**src/sv/srrw_pkg.sv**
```systemverilog
// Shared constants and register codes of the selective-repeat receiver window.
`timescale 1ns / 1ps

package srrw_pkg;

	// Default size of the sequence space (depth of the received map).
	localparam int SEQ_SPACE_DEF = 16;

	// Field widths.
	localparam int SEQ_W      = 16;
	localparam int CFG_W      = 5;
	localparam int BASE_OUT_W = 5;
	localparam int CFG_IDX_W  = 1;

	// Width used for window and length compares; holds any base, sum or length.
	localparam int CMP_W = SEQ_W + 1;

	// Configuration register indexes.
	localparam logic [CFG_IDX_W-1:0] REG_WINDOW_SIZE   = 1'd0;
	localparam logic [CFG_IDX_W-1:0] REG_TOTAL_PACKETS = 1'd1;

	// Register reset values.
	localparam logic [CFG_W-1:0] WINDOW_SIZE_RST   = 5'd4;
	localparam logic [CFG_W-1:0] TOTAL_PACKETS_RST = 5'd10;

endpackage

```
**src/sv/srrw_ifs.sv**
```systemverilog
// Valid/ready channel interfaces for arriving packets and acknowledgement results.
`timescale 1ns / 1ps

interface srrw_in_if;
	logic                        valid;
	logic                        ready;
	logic [srrw_pkg::SEQ_W-1:0]  seq_num;

	modport source(output valid, output seq_num, input ready);
	modport sink(input valid, input seq_num, output ready);
endinterface

interface srrw_out_if;
	logic                             valid;
	logic                             ready;
	logic                             ack_valid;
	logic [srrw_pkg::SEQ_W-1:0]       ack_seq;
	logic [srrw_pkg::BASE_OUT_W-1:0]  base_now;
	logic                             done_res;

	modport source(output valid, output ack_valid, output ack_seq, output base_now,
		output done_res, input ready);
	modport sink(input valid, input ack_valid, input ack_seq, input base_now,
		input done_res, output ready);
endinterface

```
**src/sv/selective_repeat_receiver_window.sv**
```systemverilog
// Selective-repeat ARQ receiver window: received map in RAM, base slide by RAM scan.
// Flow: an ignored item goes from the idle state to the result state. A taken item passes
// through the scan and check states for each map entry the scan finds already received,
// then through scan and check to stop at a hole, or scan alone to stop at the transfer length.
// New items are taken only in the idle state: not while a scan runs or a result waits to load.
// Reset: asynchronous, then a clearing pass that zeroes every entry of the received map.
`timescale 1ns / 1ps

module selective_repeat_receiver_window #(
	parameter int SEQ_SPACE = srrw_pkg::SEQ_SPACE_DEF
) (
	input  logic                            clk,
	input  logic                            arst_n,
	input  logic                            cfg_we,
	input  logic [srrw_pkg::CFG_IDX_W-1:0]  cfg_idx,
	input  logic [srrw_pkg::CFG_W-1:0]      cfg_wdata,
	srrw_in_if.sink                         arrival,
	srrw_out_if.source                      result
);

	// Address width of the received map and width of the window base, which can
	// reach SEQ_SPACE itself once the whole transfer is in.
	localparam int AW = $clog2(SEQ_SPACE);
	localparam int BW = $clog2(SEQ_SPACE + 1);
	localparam int CW = srrw_pkg::CMP_W;

	// Sequencer states.
	localparam logic [2:0] ST_CLEAR = 3'd0;
	localparam logic [2:0] ST_IDLE  = 3'd1;
	localparam logic [2:0] ST_SCAN  = 3'd2;
	localparam logic [2:0] ST_CHK   = 3'd3;
	localparam logic [2:0] ST_OUT   = 3'd4;

	logic [2:0]                 state_q;
	logic [AW-1:0]              clr_addr_q;
	logic [BW-1:0]              base_q;
	logic [srrw_pkg::CFG_W-1:0] window_size_q;
	logic [srrw_pkg::CFG_W-1:0] total_packets_q;

	// Item held while its base slide runs.
	logic [srrw_pkg::SEQ_W-1:0] seq_q;
	logic                       hit_q;

	// Output register.
	logic                                out_valid_q;
	logic                                ack_valid_q;
	logic [srrw_pkg::SEQ_W-1:0]          ack_seq_q;
	logic [srrw_pkg::BASE_OUT_W-1:0]     base_now_q;
	logic                                done_res_q;

	logic [CW-1:0] total_eff;
	logic [CW-1:0] base_ext;
	logic [CW-1:0] seq_ext;
	logic          base_open;
	logic          in_window;
	logic          in_fire;
	logic          out_free;

	logic          ram_we;
	logic [AW-1:0] ram_waddr;
	logic          ram_wdata;
	logic          ram_re;
	logic [0:0]    ram_rdata;

	// The transfer length saturates at the size of the sequence space.
	assign total_eff = (CW'(total_packets_q) > CW'(SEQ_SPACE)) ? CW'(SEQ_SPACE)
		: CW'(total_packets_q);
	assign base_ext  = CW'(base_q);
	assign seq_ext   = CW'(arrival.seq_num);
	assign base_open = base_ext < total_eff;

	// A number is taken only while the transfer is open, inside the window and
	// below the transfer length; that last check also keeps the map index in range.
	assign in_window = base_open && (seq_ext >= base_ext)
		&& (seq_ext < base_ext + CW'(window_size_q)) && (seq_ext < total_eff);

	assign arrival.ready = (state_q == ST_IDLE);
	assign in_fire       = arrival.valid && arrival.ready;
	assign out_free      = !out_valid_q || result.ready;

	// The map is written either by the clearing pass or at the accept edge of an
	// item in the window. Reads happen only in later cycles, so a read never meets
	// a write to the same entry in the same cycle.
	always_comb begin
		ram_we    = 1'b0;
		ram_waddr = arrival.seq_num[AW-1:0];
		ram_wdata = 1'b1;
		if (state_q == ST_CLEAR) begin
			ram_we    = 1'b1;
			ram_waddr = clr_addr_q;
			ram_wdata = 1'b0;
		end else if (in_fire && in_window) begin
			ram_we = 1'b1;
		end
	end

	// A read is issued in the scan state only while the base lies below the length, so it fits the address.
	assign ram_re = (state_q == ST_SCAN) && base_open;

	srrw_ram #(
		.WIDTH(1),
		.DEPTH(SEQ_SPACE)
	) u_map (
		.clk   (clk),
		.we    (ram_we),
		.waddr (ram_waddr),
		.wdata (ram_wdata),
		.re    (ram_re),
		.raddr (base_q[AW-1:0]),
		.rdata (ram_rdata)
	);

	// Configuration registers; the user must write them only while idle, which the block does not enforce.
	always_ff @(posedge clk or negedge arst_n) begin
		if (!arst_n) begin
			window_size_q   <= srrw_pkg::WINDOW_SIZE_RST;
			total_packets_q <= srrw_pkg::TOTAL_PACKETS_RST;
		end else if (cfg_we) begin
			unique case (cfg_idx)
				srrw_pkg::REG_WINDOW_SIZE:   window_size_q   <= cfg_wdata;
				srrw_pkg::REG_TOTAL_PACKETS: total_packets_q <= cfg_wdata;
			endcase
		end
	end

	// Sequencer. Every item taken in the window starts a scan; one whose number equals the base
	// first moves the base on by one. The scan is needed even when the number is not
	// the base: after the length was lowered and raised again, entries at the base may
	// already be marked. Each scan step reads the map at the base and, if that entry
	// was already received, moves the base on again.
	always_ff @(posedge clk or negedge arst_n) begin
		if (!arst_n) begin
			state_q    <= ST_CLEAR;
			clr_addr_q <= '0;
			base_q     <= '0;
		end else begin
			unique case (state_q)
				ST_CLEAR: begin
					clr_addr_q <= clr_addr_q + AW'(1);
					if (clr_addr_q == AW'(SEQ_SPACE - 1)) begin
						state_q <= ST_IDLE;
					end
				end
				ST_IDLE: begin
					if (in_fire) begin
						if (in_window) begin
							if (seq_ext == base_ext) begin
								base_q <= base_q + BW'(1);
							end
							state_q <= ST_SCAN;
						end else begin
							state_q <= ST_OUT;
						end
					end
				end
				ST_SCAN: begin
					state_q <= base_open ? ST_CHK : ST_OUT;
				end
				ST_CHK: begin
					if (ram_rdata[0]) begin
						base_q  <= base_q + BW'(1);
						state_q <= ST_SCAN;
					end else begin
						state_q <= ST_OUT;
					end
				end
				ST_OUT: begin
					if (out_free) begin
						state_q <= ST_IDLE;
					end
				end
				default: begin
					state_q <= ST_IDLE;
				end
			endcase
		end
	end

	// The accepted number and its verdict wait here until the result is formed.
	always_ff @(posedge clk) begin
		if (in_fire) begin
			seq_q <= arrival.seq_num;
			hit_q <= in_window;
		end
	end

	// Output register: loaded when the slide is over and the previous result
	// has gone; a waiting result holds the sequencer, so no next item is taken.
	always_ff @(posedge clk or negedge arst_n) begin
		if (!arst_n) begin
			out_valid_q <= 1'b0;
		end else if ((state_q == ST_OUT) && out_free) begin
			out_valid_q <= 1'b1;
		end else if (result.ready) begin
			out_valid_q <= 1'b0;
		end
	end

	always_ff @(posedge clk) begin
		if ((state_q == ST_OUT) && out_free) begin
			ack_valid_q <= hit_q;
			ack_seq_q   <= hit_q ? seq_q : '0;
			base_now_q  <= srrw_pkg::BASE_OUT_W'(base_q);
			done_res_q  <= !base_open;
		end
	end

	assign result.valid     = out_valid_q;
	assign result.ack_valid = ack_valid_q;
	assign result.ack_seq   = ack_seq_q;
	assign result.base_now  = base_now_q;
	assign result.done_res  = done_res_q;

	// The base moves by at most one entry per cycle and never moves back.
	a_base_step: assert property (@(posedge clk) disable iff (!arst_n)
		1'b1 |=> (base_q == $past(base_q)) || (base_q == $past(base_q) + BW'(1)))
		else $error("window base moved by more than one entry");

	// An acknowledged number always lies below the transfer length.
	a_ack_range: assert property (@(posedge clk) disable iff (!arst_n)
		(result.valid && result.ack_valid) |-> (CW'(result.ack_seq) < total_eff))
		else $error("acknowledged number at or past the transfer length");

	// A map read is only issued for an entry inside the transfer.
	a_read_range: assert property (@(posedge clk) disable iff (!arst_n)
		ram_re |-> (base_ext < CW'(SEQ_SPACE)))
		else $error("map read beyond the sequence space");

	// Once an item is taken, no further item is taken in the next cycle.
	a_one_at_a_time: assert property (@(posedge clk) disable iff (!arst_n)
		in_fire |=> !arrival.ready)
		else $error("item accepted while the previous one is still in work");

endmodule

```
**src/sv/srrw_ram.sv**
```systemverilog
// Generic single-write, single-read RAM with a registered read port.
`timescale 1ns / 1ps

module srrw_ram #(
	parameter int WIDTH = 1,
	parameter int DEPTH = srrw_pkg::SEQ_SPACE_DEF
) (
	input  logic                     clk,
	input  logic                     we,
	input  logic [$clog2(DEPTH)-1:0] waddr,
	input  logic [WIDTH-1:0]         wdata,
	input  logic                     re,
	input  logic [$clog2(DEPTH)-1:0] raddr,
	output logic [WIDTH-1:0]         rdata
);

	logic [WIDTH-1:0] mem [DEPTH];

	always_ff @(posedge clk) begin
		if (we) begin
			mem[waddr] <= wdata;
		end
		if (re) begin
			rdata <= mem[raddr];
		end
	end

endmodule

```
**src/flat_wrapper.sv**
```systemverilog
// flat-port wrapper written by rule: the top's interface ports become plain ports
module selective_repeat_receiver_window_flat 
#(
	parameter int SEQ_SPACE = srrw_pkg::SEQ_SPACE_DEF
)
  (clk, arst_n, cfg_we, cfg_idx, cfg_wdata, arrival_valid, arrival_seq_num, arrival_ready, result_valid, result_ack_valid, result_ack_seq, result_base_now, result_done_res, result_ready);
  srrw_in_if arrival_i ();
  srrw_out_if result_i ();
  input  logic clk;
  input  logic arst_n;
  input  logic cfg_we;
  input  logic [srrw_pkg::CFG_IDX_W-1:0] cfg_idx;
  input  logic [srrw_pkg::CFG_W-1:0] cfg_wdata;
  input wire logic [$bits(arrival_i.valid)-1:0] arrival_valid;
  input wire logic [$bits(arrival_i.seq_num)-1:0] arrival_seq_num;
  output wire logic [$bits(arrival_i.ready)-1:0] arrival_ready;
  output wire logic [$bits(result_i.valid)-1:0] result_valid;
  output wire logic [$bits(result_i.ack_valid)-1:0] result_ack_valid;
  output wire logic [$bits(result_i.ack_seq)-1:0] result_ack_seq;
  output wire logic [$bits(result_i.base_now)-1:0] result_base_now;
  output wire logic [$bits(result_i.done_res)-1:0] result_done_res;
  input wire logic [$bits(result_i.ready)-1:0] result_ready;
  assign arrival_i.valid = arrival_valid;
  assign arrival_i.seq_num = arrival_seq_num;
  assign arrival_ready = arrival_i.ready;
  assign result_valid = result_i.valid;
  assign result_ack_valid = result_i.ack_valid;
  assign result_ack_seq = result_i.ack_seq;
  assign result_base_now = result_i.base_now;
  assign result_done_res = result_i.done_res;
  assign result_i.ready = result_ready;
  selective_repeat_receiver_window #(.SEQ_SPACE(SEQ_SPACE)) u_core (.clk(clk), .arst_n(arst_n), .cfg_we(cfg_we), .cfg_idx(cfg_idx), .cfg_wdata(cfg_wdata), .arrival(arrival_i), .result(result_i));
endmodule
```
**config.mk**
```make
export PLATFORM = sky130hd
export DESIGN_NAME = selective_repeat_receiver_window_flat
export DESIGN_NICKNAME = d
export VERILOG_FILES = /design/src/sv/srrw_pkg.sv /design/src/sv/srrw_ifs.sv /design/src/sv/selective_repeat_receiver_window.sv /design/src/sv/srrw_ram.sv /design/src/flat_wrapper.sv
export SDC_FILE = /design/constraint.sdc
export NUM_CORES = 1
export LEC_CHECK = 0
export BUFFER_PORTS_ARGS = -buffer_cell sky130_fd_sc_hd__buf_2
export CORE_MARGIN = 2
export CORE_UTILIZATION = 58
export CTS_CLUSTER_DIAMETER = 100
export DETAILED_ROUTE_END_ITERATION = 10
export PLACE_DENSITY = 0.87
export SYNTH_ARGS = -nofsm -noshare
export SYNTH_HDL_FRONTEND = slang
export SYNTH_SLANG_ARGS = --single-unit
```
**constraint.sdc**
```tcl
create_clock -name clk -period 4.16 [get_ports clk]
set_input_delay 0.416 -clock clk [delete_from_list [all_inputs] [get_ports clk]]
set_output_delay 0.416 -clock clk [all_outputs]
set_load 0.01 [all_outputs]
```
# Word level (Yosys, flattened, before mapping)
# Memories as Yosys holds them, arrays and structs flattened. A register that Yosys moved wholly into a read port is not among the register bits.
# Cells that the tools add are included.
# classes
addsub	3
magnitude_cmp	5
eq_ne	12
muxes	21
bitwise_logic	1
reduce_logical	17
# op_table
op	count
$lt 16x17->1	2
$mux 5	5
$mux 3	6
$lt 5x17->1	1
$eq 16x5->1	1
$ge 16x5->1	1
$pmux 3 s5	1
$ne 2x2->1 const B	5
$pmux 5 s2	1
$logic_and 1x1->1	7
$mux 1	7
$add 5x5->6	1
$eq 3x2->1 const B	2
$add 5x1->5 const B	1
$gt 5x5->1 const B	1
$reduce_and 5->1	1
$add 4x1->4 const B	1
$eq 4x4->1 const B	1
$mux 4	1
$reduce_and 2->1	2
$reduce_bool 2->1	2
$eq 3x1->1 const B	1
$eq 3x3->1 const B	1
$logic_not 3->1	1
5 further kinds	6
# totals
register_bits	63
mem_bits_rw	16
inputBits	27
word_cells	72
n_memories	1
# memory_table
memory	words	word_bits	rd	rd_clocked_by_memory_dff	write_ports	line	source
u_core.u_map.mem	16	1	1	1	1	srrw_ram.sv:17	logic [WIDTH-1:0] mem [DEPTH];

# Longest topological paths before layout
# logic_depth
ltp_word	11
mapped_depth	12

# Modules after synthesis
# A second synthesis with hierarchy kept.
# hier_totals
hier_cells	280
area_unflattened_um2	3757.4
# by_module_without_submodules
mod	n_inst	cells_each	area_each_um2
selective_repeat_receiver_window	1	233	3001.6
srrw_ram	1	47	755.7

# Worst setup path after synthesis
# OpenSTA, ideal clock, no wires.
# synth_path
path_type	reg-to-reg
start	register u_core.base_q[0]
end	memory u_core.u_map.mem[12], enable pin
arrival_time_ns	2.796
required_time_ns	3.856
slack_ns	1.061
stages_incl_launch_ff	13
path_buffers	1
period_less_slack_ns	3.099
path_cell_list	dfrtp_1 ha_1 fa_1 a21o_1 a21oi_1 xor2_1 ha_1 nand4b_1 o2111ai_2 a2111oi_4 buf_6 nand4_4 a21oi_1
# synth_between
elab_chain_len	9
# synth_lines
element	line	source
start: declaration	selective_repeat_receiver_window.sv:36	logic [BW-1:0] base_q;
start signal: assignment	selective_repeat_receiver_window.sv:148	base_q <= base_q + BW'(1);
start signal: assignment	selective_repeat_receiver_window.sv:161	base_q <= base_q + BW'(1);
$add 5x5->6 (tied with other cells)	selective_repeat_receiver_window.sv:75	&& (seq_ext < base_ext + CW'(window_size_q)) && (seq_ext < total_eff);
$lt 16x17->1 / $logic_and 1x1->1 (equally long branches)	selective_repeat_receiver_window.sv:75, selective_repeat_receiver_window.sv:74	
$logic_and 1x1->1 (*) (2 in a row)	selective_repeat_receiver_window.sv:75	
$logic_and 1x1->1 (*)	selective_repeat_receiver_window.sv:92	end else if (in_fire && in_window) begin
$mux 1 (*)	selective_repeat_receiver_window.sv:92	
$mux 1 (*)	selective_repeat_receiver_window.sv:88	if (state_q == ST_CLEAR) begin
$mux 1 (*)	srrw_ram.sv:20	if (we) begin
$mux 1 (not written as such) (*)	srrw_ram.sv:21	mem[waddr] <= wdata;
end: declaration	srrw_ram.sv:17	
# Every way passes the cells marked *; elsewhere a longest branch is shown, timed or not.

# Worst setup path in the final report
# layout_path
start	register u_core.base_q[1]
end	memory u_core.u_map.mem[7], enable pin
# The elaborated chain is that of the path after synthesis.

==> flow_metrics.py <==
metrics = {
    "clock_tree": {
        "clkLatencyLatePin_ns": 0.36,
        "cts_setup_buffers": 0,
        "cts_buffers": 9,
        "h-tree-depth": 3,
        "cts_tree": "yes",
        "cts.sinks": 80,
        "cts_hold_buf": 0,
        "clk_pin_slew_ns": 0.09,
        "clockBufferDepth": 2,
        "postCtsResizedCells": 0,
        "clock_tree.root_cell": "clkbuf_8",
    },
    "synthesis": {
        "synth-seq-cells": 80,
        "syn_area_per_cell_um2": 12.4,
        "syn_inst": 341,
        "async_flop_share_pct": 28.7,
        "synth_area_leaders": "edfxtp_1 (40%), dfrtp_1 (12%), ha_1 (7.4%)",
        "synth_edf_count": 57,
        "synth_cell_types": 51,
        "synth-main-ff-cell": "edfxtp_1",
        "yosysSeqAreaShare_pct": 54.1,
        "synth_top_area_share_pct": 40.4,
        "synth_top_cell_by_area": "edfxtp_1",
        "syn-num-nets": 394,
        "yosysWarnings": 0,
        "synth_area_um2": 4230,
    },
    "timing": {
        "finalHoldViolations": 0,
        "setup_ws_ns": 0.525,
        "tightest_slew_ns": 0.952,
        "period_needed_ns": 3.64,
        "rsz0062_at_grt": "false",
        "fmax_mhz": 275,
        "fin_setup_tns_ns": 0,
        "period_share_pct": 87.4,
        "setup_viol": 0,
        "slew_headroom_pct": 36.5,
        "drv_slew": 0,
        "skew_ns": 0.0101,
    },
    "critical_path": {
        "cp_data_required_time_ns": 4.23,
        "crit_family": "compound AO/OA/AOI/OAI gates",
        "start_kind": "flop",
        "cp_slowest_cell": "dfrtp_1",
        "reg2reg_slack_ns": 0.52,
        "critPathKind": "reg2reg",
        "crit_path_max_fanout": 9,
        "r2r-end": "u_core.u_map.mem[7]$_DFFE_PP_",
        "timing.rr.start": "u_core.base_q[1]$_DFFE_PN0P_",
        "end_kind": "flop",
        "cp_num_buf_inv": 1,
        "path_cells": "ha_1 -> a21o_1 -> a21oi_1 -> o21bai_1 -> a21oi_1 -> ha_1 -> a2bb2oi_2 -> o2111ai_2 -> a2111oi_4 -> buf_4 -> nand4_4 -> a21oi_1",
        "crit_arrival_ns": 3.70,
        "cpMostUsedCell": "a21oi_1",
        "reg2reg_depth": 12,
        "max_stage_delay_ns": 0.59,
    },
    "global_routing": {
        "grt_max_degree": 25,
        "met3_usage_pct": 6.65,
        "antenna_found_initial": 0,
        "grt_usage_pct": 24.0,
        "grt_pass1_wl_um": 14200,
        "grt_pass1_vias": 2953,
        "overflow": 0,
        "met2_usage_pct": 37.8,
        "top_usage_layer": "met2",
        "grtUsageMet1_pct": 31.4,
    },
    "cells_and_area": {
        "n_antenna_cell": 0,
        "nets": 449,
        "regArea_um2": 2290,
        "fillCellCount": 501,
        "multiInputGateArea_um2": 1810,
        "fin_area_um2": 4790,
        "drive_above_1_share_pct": 25.7,
        "instances_no_fill": 500,
        "area_delta_synth_final_pct": 13.0,
        "final_core_util_pct": 66.7,
    },
    "placement": {
        "routabilityCongestion": 0.893,
        "portBuffers": 51,
        "dp_hpwl_um": 6320,
        "placed_area_um2": 4580,
        "pre_cts_ws_ns": 0.587,
        "dp_cells": 484,
    },
    "pwr": {
        "power_density_nw_per_um2": 465,
        "clkPwrFrac_pct": 26.2,
        "combPwrFrac_pct": 24.8,
        "power.share.switching_pct": 32.3,
        "seq_power_share_pct": 49.1,
        "p_int_mw": 1.51,
        "p_leak_nw": 1.84,
        "switching_power_uw": 720,
        "irDropWorstVdd_mv": 0.344,
    },
    "drt": {
        "drtIter0Drc": 414,
        "drc": 0,
        "first_pass_iters": 5,
        "finalWirelength_um": 8800,
        "viasPerCell": 6.15,
        "postRouteAntennaNets": 0,
        "vias": 3077,
        "wl_per_cell_um": 17.6,
    },
    "job": {
        "drv_cap": 0,
    },
    "floorplanning": {
        "dieWidth_um": 89.4,
        "row_count": 31,
        "ios": 52,
        "dieArea_um2": 8000,
        "coreArea_um2": 7180,
        "start_util_pct": 59.0,
        "die_y_um": 89.4,
    },
    "status": {
        "status": "finished, final reports clean",
    },
    "hold_path": {
        "hp-class": "in2async",
    },
}
-- sequential cells by signal, summed over array words and instances (netlist names) --
| name | flops |
|---|---|
| u_core.result.ack_seq | 16 |
| u_core.seq_q | 16 |
| u_core.u_map.mem | 16 |
| u_core.base_q | 5 |
| u_core.result.base_now | 5 |
| u_core.total_packets_q | 5 |
| u_core.window_size_q | 5 |
| u_core.clr_addr_q | 4 |
| u_core.state_q | 3 |
| u_core.hit_q | 1 |
| u_core.result.ack_valid | 1 |
| u_core.result.done_res | 1 |
| u_core.result.valid | 1 |
| u_core.u_map.rdata | 1 |
-- synth_stat cells, types with 2 or more instances --
library cell and count:
a211oi_1 2, a21o_1 4, a21oi_1 27, a221oi_1 5, a31oi_1 4, and2_1 16, and3_1 3, and4_1 2
buf_2 5, buf_4 2, clkbuf_1 4, clkinv_1 2, dfrtp_1 20, dfstp_2 3, edfxtp_1 57, ha_1 25
inv_1 16, mux2_2 12, mux4_2 5, nand2_1 17, nand2b_1 4, nand3_1 9, nand3b_1 2, nand4_1 8
nand4_4 4, nand4b_1 2, nor2_1 17, nor3_1 10, nor3b_1 3, nor3b_2 2, nor4_1 12, o21ai_0 6
o21bai_1 3, o311ai_0 5, or3_1 3, xnor2_1 5
-- layout by cell type, fill, tap and decap left out, types with 2 or more instances in the layout --
cell	count
edfxtp_1	57
buf_2	51
a21oi_1	27
ha_1	25
dfrtp_1	20
nand2_1	17
nor2_1	17
inv_1	16
and2_1	16
nor4_1	12
mux2_2	12
nor3_1	10
nand3_1	9
clkbuf_8	9
nand4_1	8
o21ai_0	6
xnor2_1	5
mux4_2	5
a221oi_1	5
o311ai_0	5
buf_4	5
a21o_1	4
nand2b_1	4
nand4_4	4
a31oi_1	4
nor3b_1	3
o21bai_1	3
or3_1	3
and3_1	3
inv_6	3
dfstp_2	3
clkinv_1	2
nor3b_2	2
and4_1	2
a211oi_1	2
nand4b_1	2
nand3b_1	2
-- stage by stage --
stage / hold WS [ns] / total power, mW
final: 0.0198 / 2.23
after detailed placement: 0.429 / 1.65
after global placement: 0.427 / 1.62
after CTS: 0.0308 / 2.23
after floorplan: 0.120 / 1.49
after global routing: 0.0426 / 2.35
-- layout make-up --
cell class / instances / share of cell area, %
multi-input combinational: 231 / 37.8
tap: 99 / 2.59
timing repair buffer: 56 / 6.12
sequential: 80 / 47.9
inverter: 18 / 1.41
clock inverter: 7 / 1.62
clock buffer: 9 / 2.59
-- power by group through the flow --
stage | registers, mW | clock network, mW | logic (mW)
3_3_place_gp | 1.10 | 0 | 0.521
3_5_place_dp | 1.11 | 0 | 0.545
5_1_grt | 1.11 | 0.624 | 0.621
6_report | 1.09 | 0.583 | 0.551
2_1_floorplan | 1.09 | 0 | 0.404
4_1_cts | 1.09 | 0.590 | 0.547
-- logic make-up (layout without fill, tap and decap cells) --
kind of cell / count (synthesis) / after routing / share of synthesized area [%]
simple gates: 118 / 118 / 17.3
buf+inv: 30 / 90 / 3.16
mux: 18 / 18 / 6.09
xor+xnor: 6 / 6 / 1.24
flops: 80 / 80 / 54.1
fa+ha+maj: 26 / 26 / 7.86
compound gates: 63 / 63 / 10.2
-- layer usage --
layer / up-vias / part of all wire [%]
li1: 1426 / -
met1: 1440 / 41
met2: 186 / 48
met3: 25 / 8.8
met4: 0 / 2.6
met5: - / 0
-- worst reg2reg max path, cell delays in order, from the launching register on --
cell,delay (ns)
dfrtp_1,0.59
ha_1,0.31
a21o_1,0.16
a21oi_1,0.22
o21bai_1,0.09
a21oi_1,0.15
ha_1,0.28
a2bb2oi_2,0.18
o2111ai_2,0.17
a2111oi_4,0.58
buf_4,0.29
nand4_4,0.13
a21oi_1,0.20
-- worst max-delay path by stage --
stage | start | to | cells after the start
final | u_core.base_q[1]$_DFFE_PN0P_ | u_core.u_map.mem[7]$_DFFE_PP_ | 12
after global routing | u_core.base_q[1]$_DFFE_PN0P_ | u_core.u_map.mem[9]$_DFFE_PP_ | 12
after CTS | u_core.window_size_q[0]$_DFFE_PN0P_ | u_core.u_map.mem[11]$_DFFE_PP_ | 12
after detailed placement | u_core.window_size_q[0]$_DFFE_PN0P_ | u_core.u_map.mem[5]$_DFFE_PP_ | 12
after global placement | u_core.base_q[1]$_DFFE_PN0P_ | u_core.u_map.mem[8]$_DFFE_PP_ | 12
after floorplan | u_core.base_q[0]$_DFFE_PN0P_ | u_core.u_map.mem[12]$_DFFE_PP_ | 12
Power figures use the tool's default switching activity.
